## src/hw/rtl/jseu_pkg.sv

```systemverilog
// Shared types, constants and helpers for the JSON string escaper.
`default_nettype none

package jseu_pkg;

  // Depth of the command queue between front and back
  localparam int unsigned JSEU_FIFO_DEPTH = 2;

  // Characters that both halves emit
  localparam logic [7:0] CH_QUOTE  = 8'h22;
  localparam logic [7:0] CH_BSLASH = 8'h5c;

  // Payload of one input item
  typedef struct packed {
    logic [7:0] in_byte;
    logic       first_byte;
    logic       last_byte;
    logic       empty_string;
  } in_item_t;

  // Payload of one result item
  typedef struct packed {
    logic [7:0] out_byte;
    logic       run_last;
    logic       string_done;
  } out_item_t;

  // How the middle segment of an item is rendered
  typedef enum logic [2:0] {
    MAIN_NONE,
    MAIN_RAW,
    MAIN_SHORT,
    MAIN_UNI,
    MAIN_FFFD
  } main_e;

  // Output plan of one item, emitted in field order:
  // opening quote, failed-sequence escapes, passed UTF-8 bytes,
  // main segment, truncation escapes, closing quote.
  typedef struct packed {
    logic            open_quote;
    logic [1:0]      fail_n;
    logic [2:0]      pass_n;
    logic [3:0][7:0] pass_bytes;
    main_e           main_kind;
    logic [7:0]      main_byte;
    logic [1:0]      flush_n;
    logic            close_quote;
  } cmd_t;

  // True when a plan has nothing left to emit
  function automatic logic cmd_empty(input cmd_t c);
    cmd_empty = !c.open_quote && (c.fail_n == 2'd0) && (c.pass_n == 3'd0) &&
                (c.main_kind == MAIN_NONE) && (c.flush_n == 2'd0) && !c.close_quote;
  endfunction

endpackage

`default_nettype wire

```

## src/hw/rtl/json_string_escaper_utf8_check.sv

```systemverilog
// JSON string escaper with UTF-8 checking: with the emitter idle, an accepted item is
// written to the command queue, loaded as the emitter's plan, then sent to the output register.
// The queue takes one item per cycle while not full; the emitter sends one byte per cycle
// while the output is not stalled, and one item can expand to up to 25 bytes.
// The input stalls only while the command queue is full.
// Reset clears the pending UTF-8 sequence, the queue and the output register.
`default_nettype none

module json_string_escaper_utf8_check
  import jseu_pkg::*;
#(
  parameter int unsigned FIFO_DEPTH = JSEU_FIFO_DEPTH
) (
  input  wire logic      clk_i,
  input  wire logic      rst_ni,
  input  wire logic      in_valid_i,
  output logic           in_stall_o,
  input  wire in_item_t  in_item_i,
  output logic           out_valid_o,
  input  wire logic      out_stall_i,
  output out_item_t      out_item_o
);

  cmd_t front_cmd, queue_cmd;
  logic push, full, pop, queue_valid, accept;

  assign in_stall_o = full;
  assign accept     = in_valid_i && !full;

  jseu_front u_front (
    .clk_i    (clk_i),
    .rst_ni   (rst_ni),
    .accept_i (accept),
    .item_i   (in_item_i),
    .cmd_o    (front_cmd),
    .push_o   (push)
  );

  jseu_fifo #(
    .DEPTH (FIFO_DEPTH)
  ) u_fifo (
    .clk_i   (clk_i),
    .rst_ni  (rst_ni),
    .push_i  (push),
    .data_i  (front_cmd),
    .full_o  (full),
    .pop_i   (pop),
    .data_o  (queue_cmd),
    .valid_o (queue_valid)
  );

  jseu_back u_back (
    .clk_i       (clk_i),
    .rst_ni      (rst_ni),
    .cmd_valid_i (queue_valid),
    .cmd_i       (queue_cmd),
    .pop_o       (pop),
    .out_valid_o (out_valid_o),
    .out_stall_i (out_stall_i),
    .out_item_o  (out_item_o)
  );

endmodule

`default_nettype wire

```

## src/hw/rtl/jseu_front.sv

```systemverilog
// Front end: tracks pending UTF-8 sequences and turns each item into an output plan.
`default_nettype none

module jseu_front
  import jseu_pkg::*;
(
  input  wire logic     clk_i,
  input  wire logic     rst_ni,
  input  wire logic     accept_i,
  input  wire in_item_t item_i,
  output cmd_t          cmd_o,
  output logic          push_o
);

  localparam logic [7:0] LEAD2_LO = 8'hc2;
  localparam logic [7:0] LEAD2_HI = 8'hdf;
  localparam logic [7:0] LEAD3_LO = 8'he0;
  localparam logic [7:0] LEAD3_HI = 8'hef;
  localparam logic [7:0] LEAD_ED  = 8'hed;
  localparam logic [7:0] LEAD4_LO = 8'hf0;
  localparam logic [7:0] LEAD4_HI = 8'hf4;
  localparam logic [7:0] CONT_LO  = 8'h80;
  localparam logic [7:0] CONT_HI  = 8'hbf;
  localparam logic [7:0] E0_LO    = 8'ha0;
  localparam logic [7:0] ED_HI    = 8'h9f;
  localparam logic [7:0] F0_LO    = 8'h90;
  localparam logic [7:0] F4_HI    = 8'h8f;
  localparam logic [7:0] CTRL_END = 8'h20;

  logic [7:0]      lead_q, lead_d;
  logic [1:0][7:0] cont_q, cont_d;
  logic [1:0]      cnt_q, cnt_d;
  logic [2:0]      len_q, len_d;

  logic [7:0] b;
  logic       pend;
  logic       fresh_go;
  logic       ok;
  logic [7:0] lo, hi;
  logic [2:0] lead_len;
  cmd_t       cmd;

  assign b = item_i.in_byte;

  // Allowed range for the next continuation byte
  always_comb begin
    lo = CONT_LO;
    hi = CONT_HI;
    if (cnt_q == 2'd0) begin
      if (lead_q == LEAD3_LO) begin
        lo = E0_LO;
      end else if (lead_q == LEAD_ED) begin
        hi = ED_HI;
      end else if (lead_q == LEAD4_LO) begin
        lo = F0_LO;
      end else if (lead_q == LEAD4_HI) begin
        hi = F4_HI;
      end
    end
    ok = (b >= lo) && (b <= hi);
  end

  // Expected sequence length when the byte starts a sequence
  always_comb begin
    if (b >= LEAD2_LO && b <= LEAD2_HI) begin
      lead_len = 3'd2;
    end else if (b >= LEAD3_LO && b <= LEAD3_HI) begin
      lead_len = 3'd3;
    end else if (b >= LEAD4_LO && b <= LEAD4_HI) begin
      lead_len = 3'd4;
    end else begin
      lead_len = 3'd0;
    end
  end

  // Plan and next UTF-8 state for the item on the port
  always_comb begin
    cmd      = '0;
    lead_d   = lead_q;
    cont_d   = cont_q;
    cnt_d    = cnt_q;
    len_d    = len_q;
    fresh_go = 1'b0;
    pend     = (len_q != 3'd0) && !item_i.first_byte;
    if (item_i.empty_string) begin
      cmd.open_quote  = 1'b1;
      cmd.close_quote = 1'b1;
      cnt_d = 2'd0;
      len_d = 3'd0;
    end else begin
      cmd.open_quote = item_i.first_byte;
      if (item_i.first_byte) begin
        cnt_d = 2'd0;
        len_d = 3'd0;
      end
      if (!pend) begin
        fresh_go = 1'b1;
      end else if (ok) begin
        if ({1'b0, cnt_q} + 3'd2 >= len_q) begin
          // sequence complete: release it unchanged
          cmd.pass_n        = {1'b0, cnt_q} + 3'd2;
          cmd.pass_bytes[0] = lead_q;
          case (cnt_q)
            2'd0: begin
              cmd.pass_bytes[1] = b;
            end
            2'd1: begin
              cmd.pass_bytes[1] = cont_q[0];
              cmd.pass_bytes[2] = b;
            end
            default: begin
              cmd.pass_bytes[1] = cont_q[0];
              cmd.pass_bytes[2] = cont_q[1];
              cmd.pass_bytes[3] = b;
            end
          endcase
          cnt_d = 2'd0;
          len_d = 3'd0;
        end else begin
          cont_d[cnt_q[0]] = b;
          cnt_d = cnt_q + 2'd1;
        end
      end else begin
        // malformed: lead and held bytes each become a replacement escape
        cmd.fail_n = cnt_q + 2'd1;
        cnt_d      = 2'd0;
        len_d      = 3'd0;
        fresh_go   = 1'b1;
      end

      if (fresh_go) begin
        cmd.main_byte = b;
        if (lead_len != 3'd0) begin
          lead_d = b;
          cnt_d  = 2'd0;
          len_d  = lead_len;
        end else if (b >= CONT_LO) begin
          cmd.main_kind = MAIN_FFFD;
        end else begin
          cmd.main_kind = MAIN_SHORT;
          case (b)
            CH_QUOTE:  cmd.main_byte = CH_QUOTE;
            CH_BSLASH: cmd.main_byte = CH_BSLASH;
            8'h08:     cmd.main_byte = 8'h62;
            8'h0c:     cmd.main_byte = 8'h66;
            8'h0a:     cmd.main_byte = 8'h6e;
            8'h0d:     cmd.main_byte = 8'h72;
            8'h09:     cmd.main_byte = 8'h74;
            default: begin
              cmd.main_kind = (b < CTRL_END) ? MAIN_UNI : MAIN_RAW;
            end
          endcase
        end
      end

      // truncated sequence at end of string
      if (item_i.last_byte) begin
        if (len_d != 3'd0) begin
          cmd.flush_n = cnt_d + 2'd1;
          cnt_d = 2'd0;
          len_d = 3'd0;
        end
        cmd.close_quote = 1'b1;
      end
    end
  end

  assign cmd_o  = cmd;
  assign push_o = accept_i && !cmd_empty(cmd);

  // UTF-8 pending state
  always_ff @(posedge clk_i or negedge rst_ni) begin
    if (!rst_ni) begin
      lead_q <= '0;
      cnt_q  <= '0;
      len_q  <= '0;
    end else if (accept_i) begin
      lead_q <= lead_d;
      cnt_q  <= cnt_d;
      len_q  <= len_d;
    end
  end

  // Held continuation bytes
  always_ff @(posedge clk_i) begin
    if (accept_i) begin
      cont_q <= cont_d;
    end
  end

endmodule

`default_nettype wire

```

## src/hw/rtl/jseu_fifo.sv

```systemverilog
// Command queue between the front end and the byte emitter.
`default_nettype none

module jseu_fifo
  import jseu_pkg::*;
#(
  parameter int unsigned DEPTH = JSEU_FIFO_DEPTH
) (
  input  wire logic clk_i,
  input  wire logic rst_ni,
  input  wire logic push_i,
  input  wire cmd_t data_i,
  output logic      full_o,
  input  wire logic pop_i,
  output cmd_t      data_o,
  output logic      valid_o
);

  localparam int unsigned PtrW = (DEPTH > 1) ? $clog2(DEPTH) : 1;
  localparam int unsigned CntW = $clog2(DEPTH + 1);

  cmd_t            mem_q [DEPTH];
  logic [PtrW-1:0] wr_q, rd_q;
  logic [CntW-1:0] cnt_q;
  logic            do_push, do_pop;

  assign full_o  = (cnt_q == CntW'(DEPTH));
  assign valid_o = (cnt_q != '0);
  assign data_o  = mem_q[rd_q];
  assign do_push = push_i && !full_o;
  assign do_pop  = pop_i && valid_o;

  // Storage
  always_ff @(posedge clk_i) begin
    if (do_push) begin
      mem_q[wr_q] <= data_i;
    end
  end

  // Pointers and fill count
  always_ff @(posedge clk_i or negedge rst_ni) begin
    if (!rst_ni) begin
      wr_q  <= '0;
      rd_q  <= '0;
      cnt_q <= '0;
    end else begin
      if (do_push) begin
        wr_q <= (wr_q == PtrW'(DEPTH - 1)) ? '0 : wr_q + 1'b1;
      end
      if (do_pop) begin
        rd_q <= (rd_q == PtrW'(DEPTH - 1)) ? '0 : rd_q + 1'b1;
      end
      if (do_push && !do_pop) begin
        cnt_q <= cnt_q + 1'b1;
      end else if (do_pop && !do_push) begin
        cnt_q <= cnt_q - 1'b1;
      end
    end
  end

endmodule

`default_nettype wire

```

## src/hw/rtl/jseu_back.sv

```systemverilog
// Byte emitter: walks one output plan at a time and drives the output register.
`default_nettype none

module jseu_back
  import jseu_pkg::*;
(
  input  wire logic clk_i,
  input  wire logic rst_ni,
  input  wire logic cmd_valid_i,
  input  wire cmd_t cmd_i,
  output logic      pop_o,
  output logic      out_valid_o,
  input  wire logic out_stall_i,
  output out_item_t out_item_o
);

  localparam logic [7:0] CH_U    = 8'h75;
  localparam logic [7:0] CH_F    = 8'h66;
  localparam logic [7:0] CH_D    = 8'h64;
  localparam logic [7:0] CH_ZERO = 8'h30;
  localparam logic [2:0] SUB_END = 3'd5;

  cmd_t       w_q, w_d;
  logic       busy_q;
  logic [2:0] sub_q, sub_d;
  logic       out_valid_q;
  out_item_t  out_q;

  logic [7:0] byte_c;
  logic       done_c;
  logic       last_c;
  logic       emit;
  logic       take;

  function automatic logic [7:0] hex_char(input logic [3:0] n);
    hex_char = (n < 4'd10) ? (CH_ZERO + {4'd0, n}) : (8'h57 + {4'd0, n});
  endfunction

  function automatic logic [7:0] fffd_char(input logic [2:0] idx);
    case (idx)
      3'd0:    fffd_char = CH_BSLASH;
      3'd1:    fffd_char = CH_U;
      3'd5:    fffd_char = CH_D;
      default: fffd_char = CH_F;
    endcase
  endfunction

  // Next byte of the current plan and what remains afterwards
  always_comb begin
    w_d    = w_q;
    sub_d  = sub_q;
    byte_c = CH_QUOTE;
    done_c = 1'b0;
    if (w_q.open_quote) begin
      w_d.open_quote = 1'b0;
    end else if (w_q.fail_n != 2'd0) begin
      byte_c = fffd_char(sub_q);
      if (sub_q == SUB_END) begin
        sub_d      = 3'd0;
        w_d.fail_n = w_q.fail_n - 2'd1;
      end else begin
        sub_d = sub_q + 3'd1;
      end
    end else if (w_q.pass_n != 3'd0) begin
      byte_c         = w_q.pass_bytes[0];
      w_d.pass_bytes = w_q.pass_bytes >> 8;
      w_d.pass_n     = w_q.pass_n - 3'd1;
    end else if (w_q.main_kind != MAIN_NONE) begin
      sub_d = sub_q + 3'd1;
      case (w_q.main_kind)
        MAIN_RAW: begin
          byte_c        = w_q.main_byte;
          sub_d         = 3'd0;
          w_d.main_kind = MAIN_NONE;
        end
        MAIN_SHORT: begin
          byte_c = (sub_q == 3'd0) ? CH_BSLASH : w_q.main_byte;
          if (sub_q != 3'd0) begin
            sub_d         = 3'd0;
            w_d.main_kind = MAIN_NONE;
          end
        end
        MAIN_UNI: begin
          case (sub_q)
            3'd0:    byte_c = CH_BSLASH;
            3'd1:    byte_c = CH_U;
            3'd4:    byte_c = hex_char(w_q.main_byte[7:4]);
            3'd5:    byte_c = hex_char(w_q.main_byte[3:0]);
            default: byte_c = CH_ZERO;
          endcase
          if (sub_q == SUB_END) begin
            sub_d         = 3'd0;
            w_d.main_kind = MAIN_NONE;
          end
        end
        default: begin
          byte_c = fffd_char(sub_q);
          if (sub_q == SUB_END) begin
            sub_d         = 3'd0;
            w_d.main_kind = MAIN_NONE;
          end
        end
      endcase
    end else if (w_q.flush_n != 2'd0) begin
      byte_c = fffd_char(sub_q);
      if (sub_q == SUB_END) begin
        sub_d       = 3'd0;
        w_d.flush_n = w_q.flush_n - 2'd1;
      end else begin
        sub_d = sub_q + 3'd1;
      end
    end else begin
      done_c          = 1'b1;
      w_d.close_quote = 1'b0;
    end
    last_c = cmd_empty(w_d);
  end

  assign emit  = busy_q && (!out_valid_q || !out_stall_i);
  assign take  = cmd_valid_i && (!busy_q || (emit && last_c));
  assign pop_o = take;

  // Current plan
  always_ff @(posedge clk_i or negedge rst_ni) begin
    if (!rst_ni) begin
      busy_q <= 1'b0;
      sub_q  <= '0;
    end else if (take) begin
      busy_q <= 1'b1;
      sub_q  <= '0;
    end else if (emit) begin
      busy_q <= !last_c;
      sub_q  <= sub_d;
    end
  end

  always_ff @(posedge clk_i) begin
    if (take) begin
      w_q <= cmd_i;
    end else if (emit) begin
      w_q <= w_d;
    end
  end

  // Output register
  always_ff @(posedge clk_i or negedge rst_ni) begin
    if (!rst_ni) begin
      out_valid_q <= 1'b0;
    end else if (emit) begin
      out_valid_q <= 1'b1;
    end else if (!out_stall_i) begin
      out_valid_q <= 1'b0;
    end
  end

  always_ff @(posedge clk_i) begin
    if (emit) begin
      out_q.out_byte    <= byte_c;
      out_q.run_last    <= last_c;
      out_q.string_done <= done_c;
    end
  end

  assign out_valid_o = out_valid_q;
  assign out_item_o  = out_q;

endmodule

`default_nettype wire
```

## config.mk

```make
export PLATFORM = sky130hd
export DESIGN_NAME = json_string_escaper_utf8_check
export DESIGN_NICKNAME = d
export VERILOG_FILES = /design/src/hw/rtl/jseu_pkg.sv /design/src/hw/rtl/json_string_escaper_utf8_check.sv /design/src/hw/rtl/jseu_front.sv /design/src/hw/rtl/jseu_fifo.sv /design/src/hw/rtl/jseu_back.sv
export SDC_FILE = /design/constraint.sdc
export NUM_CORES = 1
export LEC_CHECK = 0
export BUFFER_PORTS_ARGS = -buffer_cell sky130_fd_sc_hd__buf_4
export CAP_MARGIN = 20
export CORE_MARGIN = 2
export CORE_UTILIZATION = 49
export CTS_CLUSTER_SIZE = 20
export DETAILED_ROUTE_END_ITERATION = 10
export PLACE_DENSITY = 0.7
export REMOVE_ABC_BUFFERS = 1
export SLEW_MARGIN = 10
export SYNTH_ARGS = -nofsm -noshare
export SYNTH_HDL_FRONTEND = slang
export SYNTH_SLANG_ARGS = --single-unit
```

## constraint.sdc

```tcl
create_clock -name clk_i -period 6.65 [get_ports clk_i]
set_input_delay 0 -clock clk_i [delete_from_list [all_inputs] [get_ports clk_i]]
set_output_delay 0 -clock clk_i [all_outputs]
set_load 0.02 [all_outputs]
```

==> flow_summary.ini <==
[yosys]
netlist_area_sq_um = 9860
dominantRegCellSynth = edfxtp_1
ys_seq_elements = 204
async_flop_share_pct = 10.8
netlist.top_cell.by_area = edfxtp_1
synth_area_per_cell_sq_um = 12.4
synth_area_leaders = edfxtp_1, mux2i_1, dfrtp_1, nor2_1, ha_1
ys_seq_area_share_pct = 61.0
synth_edf_count = 182
yosysTopAreaCellShare_pct = 55.4
yosysWarnings = 0
synth_commonest_cells = edfxtp_1, mux2i_1, nor2_1
synth_cell_types = 74
synth_most_common_cell = edfxtp_1
syn_inst = 792

[critical_path]
critical_path.top_delay_family = simple AND/OR/NAND/NOR gates
end_kind = register
critical_path_arrival_ps = 5150
cpMaxStageDelayCell = and2_2
worst_path_largest_cell_delay_ps = 710
worstSetupStartpointType = register
worstPathCellList = inv_1 -> ha_1 -> nand4_1 -> nor2_1 -> nand2_1 -> or3_1 -> ha_1 -> and3b_1 -> a221oi_1 -> nor4b_1 -> buf_4 -> nand3_1 -> a31oi_1 -> and2_2 -> buf_4
worst-path-buf-inv = 3
crit_type = reg2reg
path_max_fanout = 32
critical_path_required_ps = 6820

[floorplanning]
die_w_um = 146
rows = 51
dieHeight_um = 146
io_pins = 27
dieArea_sq_um = 21300
start_util_pct = 50.3
core_area_sq_um = 19600

[drt]
wl_per_cell_um = 19.2
dr_total_vias = 6355
drt.antenna.violating_nets = 0
drc = 0
first_pass_iters = 5
routed_via_density = 5.77
drt_iter0_markers = 478
routed_wl_mm = 21.2

[worst_hold_path]
hold_path_class = in2reg

[cells_and_area]
drive_gt1_share_pct = 11.4
syn2layout_area_growth_pct = 13.0
diodes = 0
layout.nets = 855
nFillCells = 1567

[timing]
slew_headroom_pct = 38.7
worst_slack_ps = 1670
fmax_mhz = 201
setup-tns-final_ps = 0
fin_crit_sh_pct = 74.8
finalSetupViolCount = 0
maxSlewViolCount = 0
hold_viol = 0
finClkSkew_ps = 12.8
fin_crit_ps = 4980
tightest_slew_ps = 912
grt_setup_unrepaired = false

[clock_network]
cts_resized = 0
cts_setup_buffers = 0
hold_buffers = 16
cts_tree = done
cts_sinks = 204
cts_buffer_depth = 3
clk_latency_ps = 500
path_clk_slew_ps = 60
cts_root_buf = clkbuf_16
htreeDepth = 1
cts-buffers-inserted = 22

[grt]
grt_max_degree = 54
grtUsageTotal_pct = 19.9
overflow = 0
antenna_found_initial = 0
grt_pass1_wl_mm = 34.1
grt_pass1_vias = 6284

[place]
io_buffers = 26
dp_hpwl_mm = 14.5
place_congestion = 0.878
preCtsSetupSlack_ps = 1700

[power_and_ir_drop]
powerDensity_nw_per_um2 = 313
ir_worst_vdd_mv = 0.235
cellLeakagePower_uw = 0.00383

[run]
cap_violations = 0

[status]
status = finished, final reports clean
-- final cells by class --
class,count,area (sq um),area share [%]
clock inverters,9,82.6,0.741
multi-input cells,508,3520,31.6
well taps,265,332,2.98
repair buffers,52,473,4.25
inverters,32,120,1.08
flip-flops and latches,204,6020,54.0
clock buffers,31,594,5.33
-- worst min-delay path: cells and delay by family --
kind	cells	cell delay (ps)
compound gates	2	300
simple gates	1	230
buf+inv	1	80
-- per-stage QoR --
stage          util, %  total power (uW)  hold WS (ps)  cells  instance area (sq um)
3_3_place_gp      52.4              2340         -88.0   1044                  10300
4_1_cts           56.9              3510           115   1101                  11100
2_1_floorplan        -              2130          -296    744                   9650
6_report          56.9              3490           145   1101                  11100
5_1_grt           56.9              3640           184   1101                  11100
3_5_place_dp      52.5              2360         -79.8   1045                  10300
-- metal layers --
metal	vias to the layer above	part of all wire, %	GRT usage (%)
met2	192	47	31.4
met3	27	5.2	2.73
li1	3005	-	-
met1	3131	46	29.3
met5	-	0	0
met4	0	1.9	4.90
-- registers in the layout, indices dropped and copies added (netlist names) --
name	cells
u_fifo.mem_q	104
u_back.w_q	44
u_front.cont_q	16
u_back.out_item_o	10
u_back.w_d	8
u_front.lead_q	8
u_back.sub_q	3
u_front.len_q	3
u_fifo.cnt_q	2
u_front.cnt_q	2
u_back.busy_q	1
u_back.out_valid_o	1
u_fifo.rd_q	1
u_fifo.wr_q	1
-- logic make-up (layout without fill, tap and decap cells) --
logic type      after synthesis  count (layout)  synth area share, %
flops                       204             204                 61.0
other cells                   1               2               0.0380
compound gates              136             136                 9.33
mux                         103             103                 10.6
fa+ha+maj                    20              20                 2.54
buf+inv                      81             124                 3.39
simple gates                235             235                 12.0
xor+xnor                     12              12                 1.07
-- where the power goes --
part           leakage [uW]  total, uW  internal [uW]  switching (uW)
Sequential          0.00201       1750           1640             111
Combinational       0.00150        593            217             376
Clock              0.000322       1140            664             480
-- final timing paths --
check                             startpoint                  end  slack (ps)  depth (start not counted)
min in group asynchronous             rst_ni      u_fifo.cnt_q[1]         530                          4
hold / removal                    in_valid_i     u_front.len_q[1]         150                          4
hold reg to reg            u_front.lead_q[6]    u_front.lead_q[6]         500                          1
setup / recovery            u_front.cnt_q[0]  u_fifo.mem_q[1][44]        1670                         15
max in group asynchronous             rst_ni          u_fifo.rd_q        5960                          4
setup reg to reg            u_front.cnt_q[0]  u_fifo.mem_q[1][44]        1670                         15
-- cell usage in the layout (no fill, tap or decap), types with 11 or more instances in the layout --
master | netlist | final
a22oi_1 | 12 | 12
inv_1 | 31 | 31
and3_1 | 14 | 14
buf_4 | 2 | 34
ha_1 | 20 | 20
nand2_1 | 55 | 55
dfrtp_1 | 22 | 21
and2_1 | 15 | 14
a21oi_1 | 24 | 24
nand2b_1 | 11 | 11
dlygate4sd3_1 | 0 | 15
mux2i_1 | 95 | 95
nor3_1 | 18 | 18
o21ai_0 | 33 | 33
nor2_1 | 70 | 69
clkbuf_16 | 0 | 22
edfxtp_1 | 182 | 182
Power figures use the tool's default switching activity.
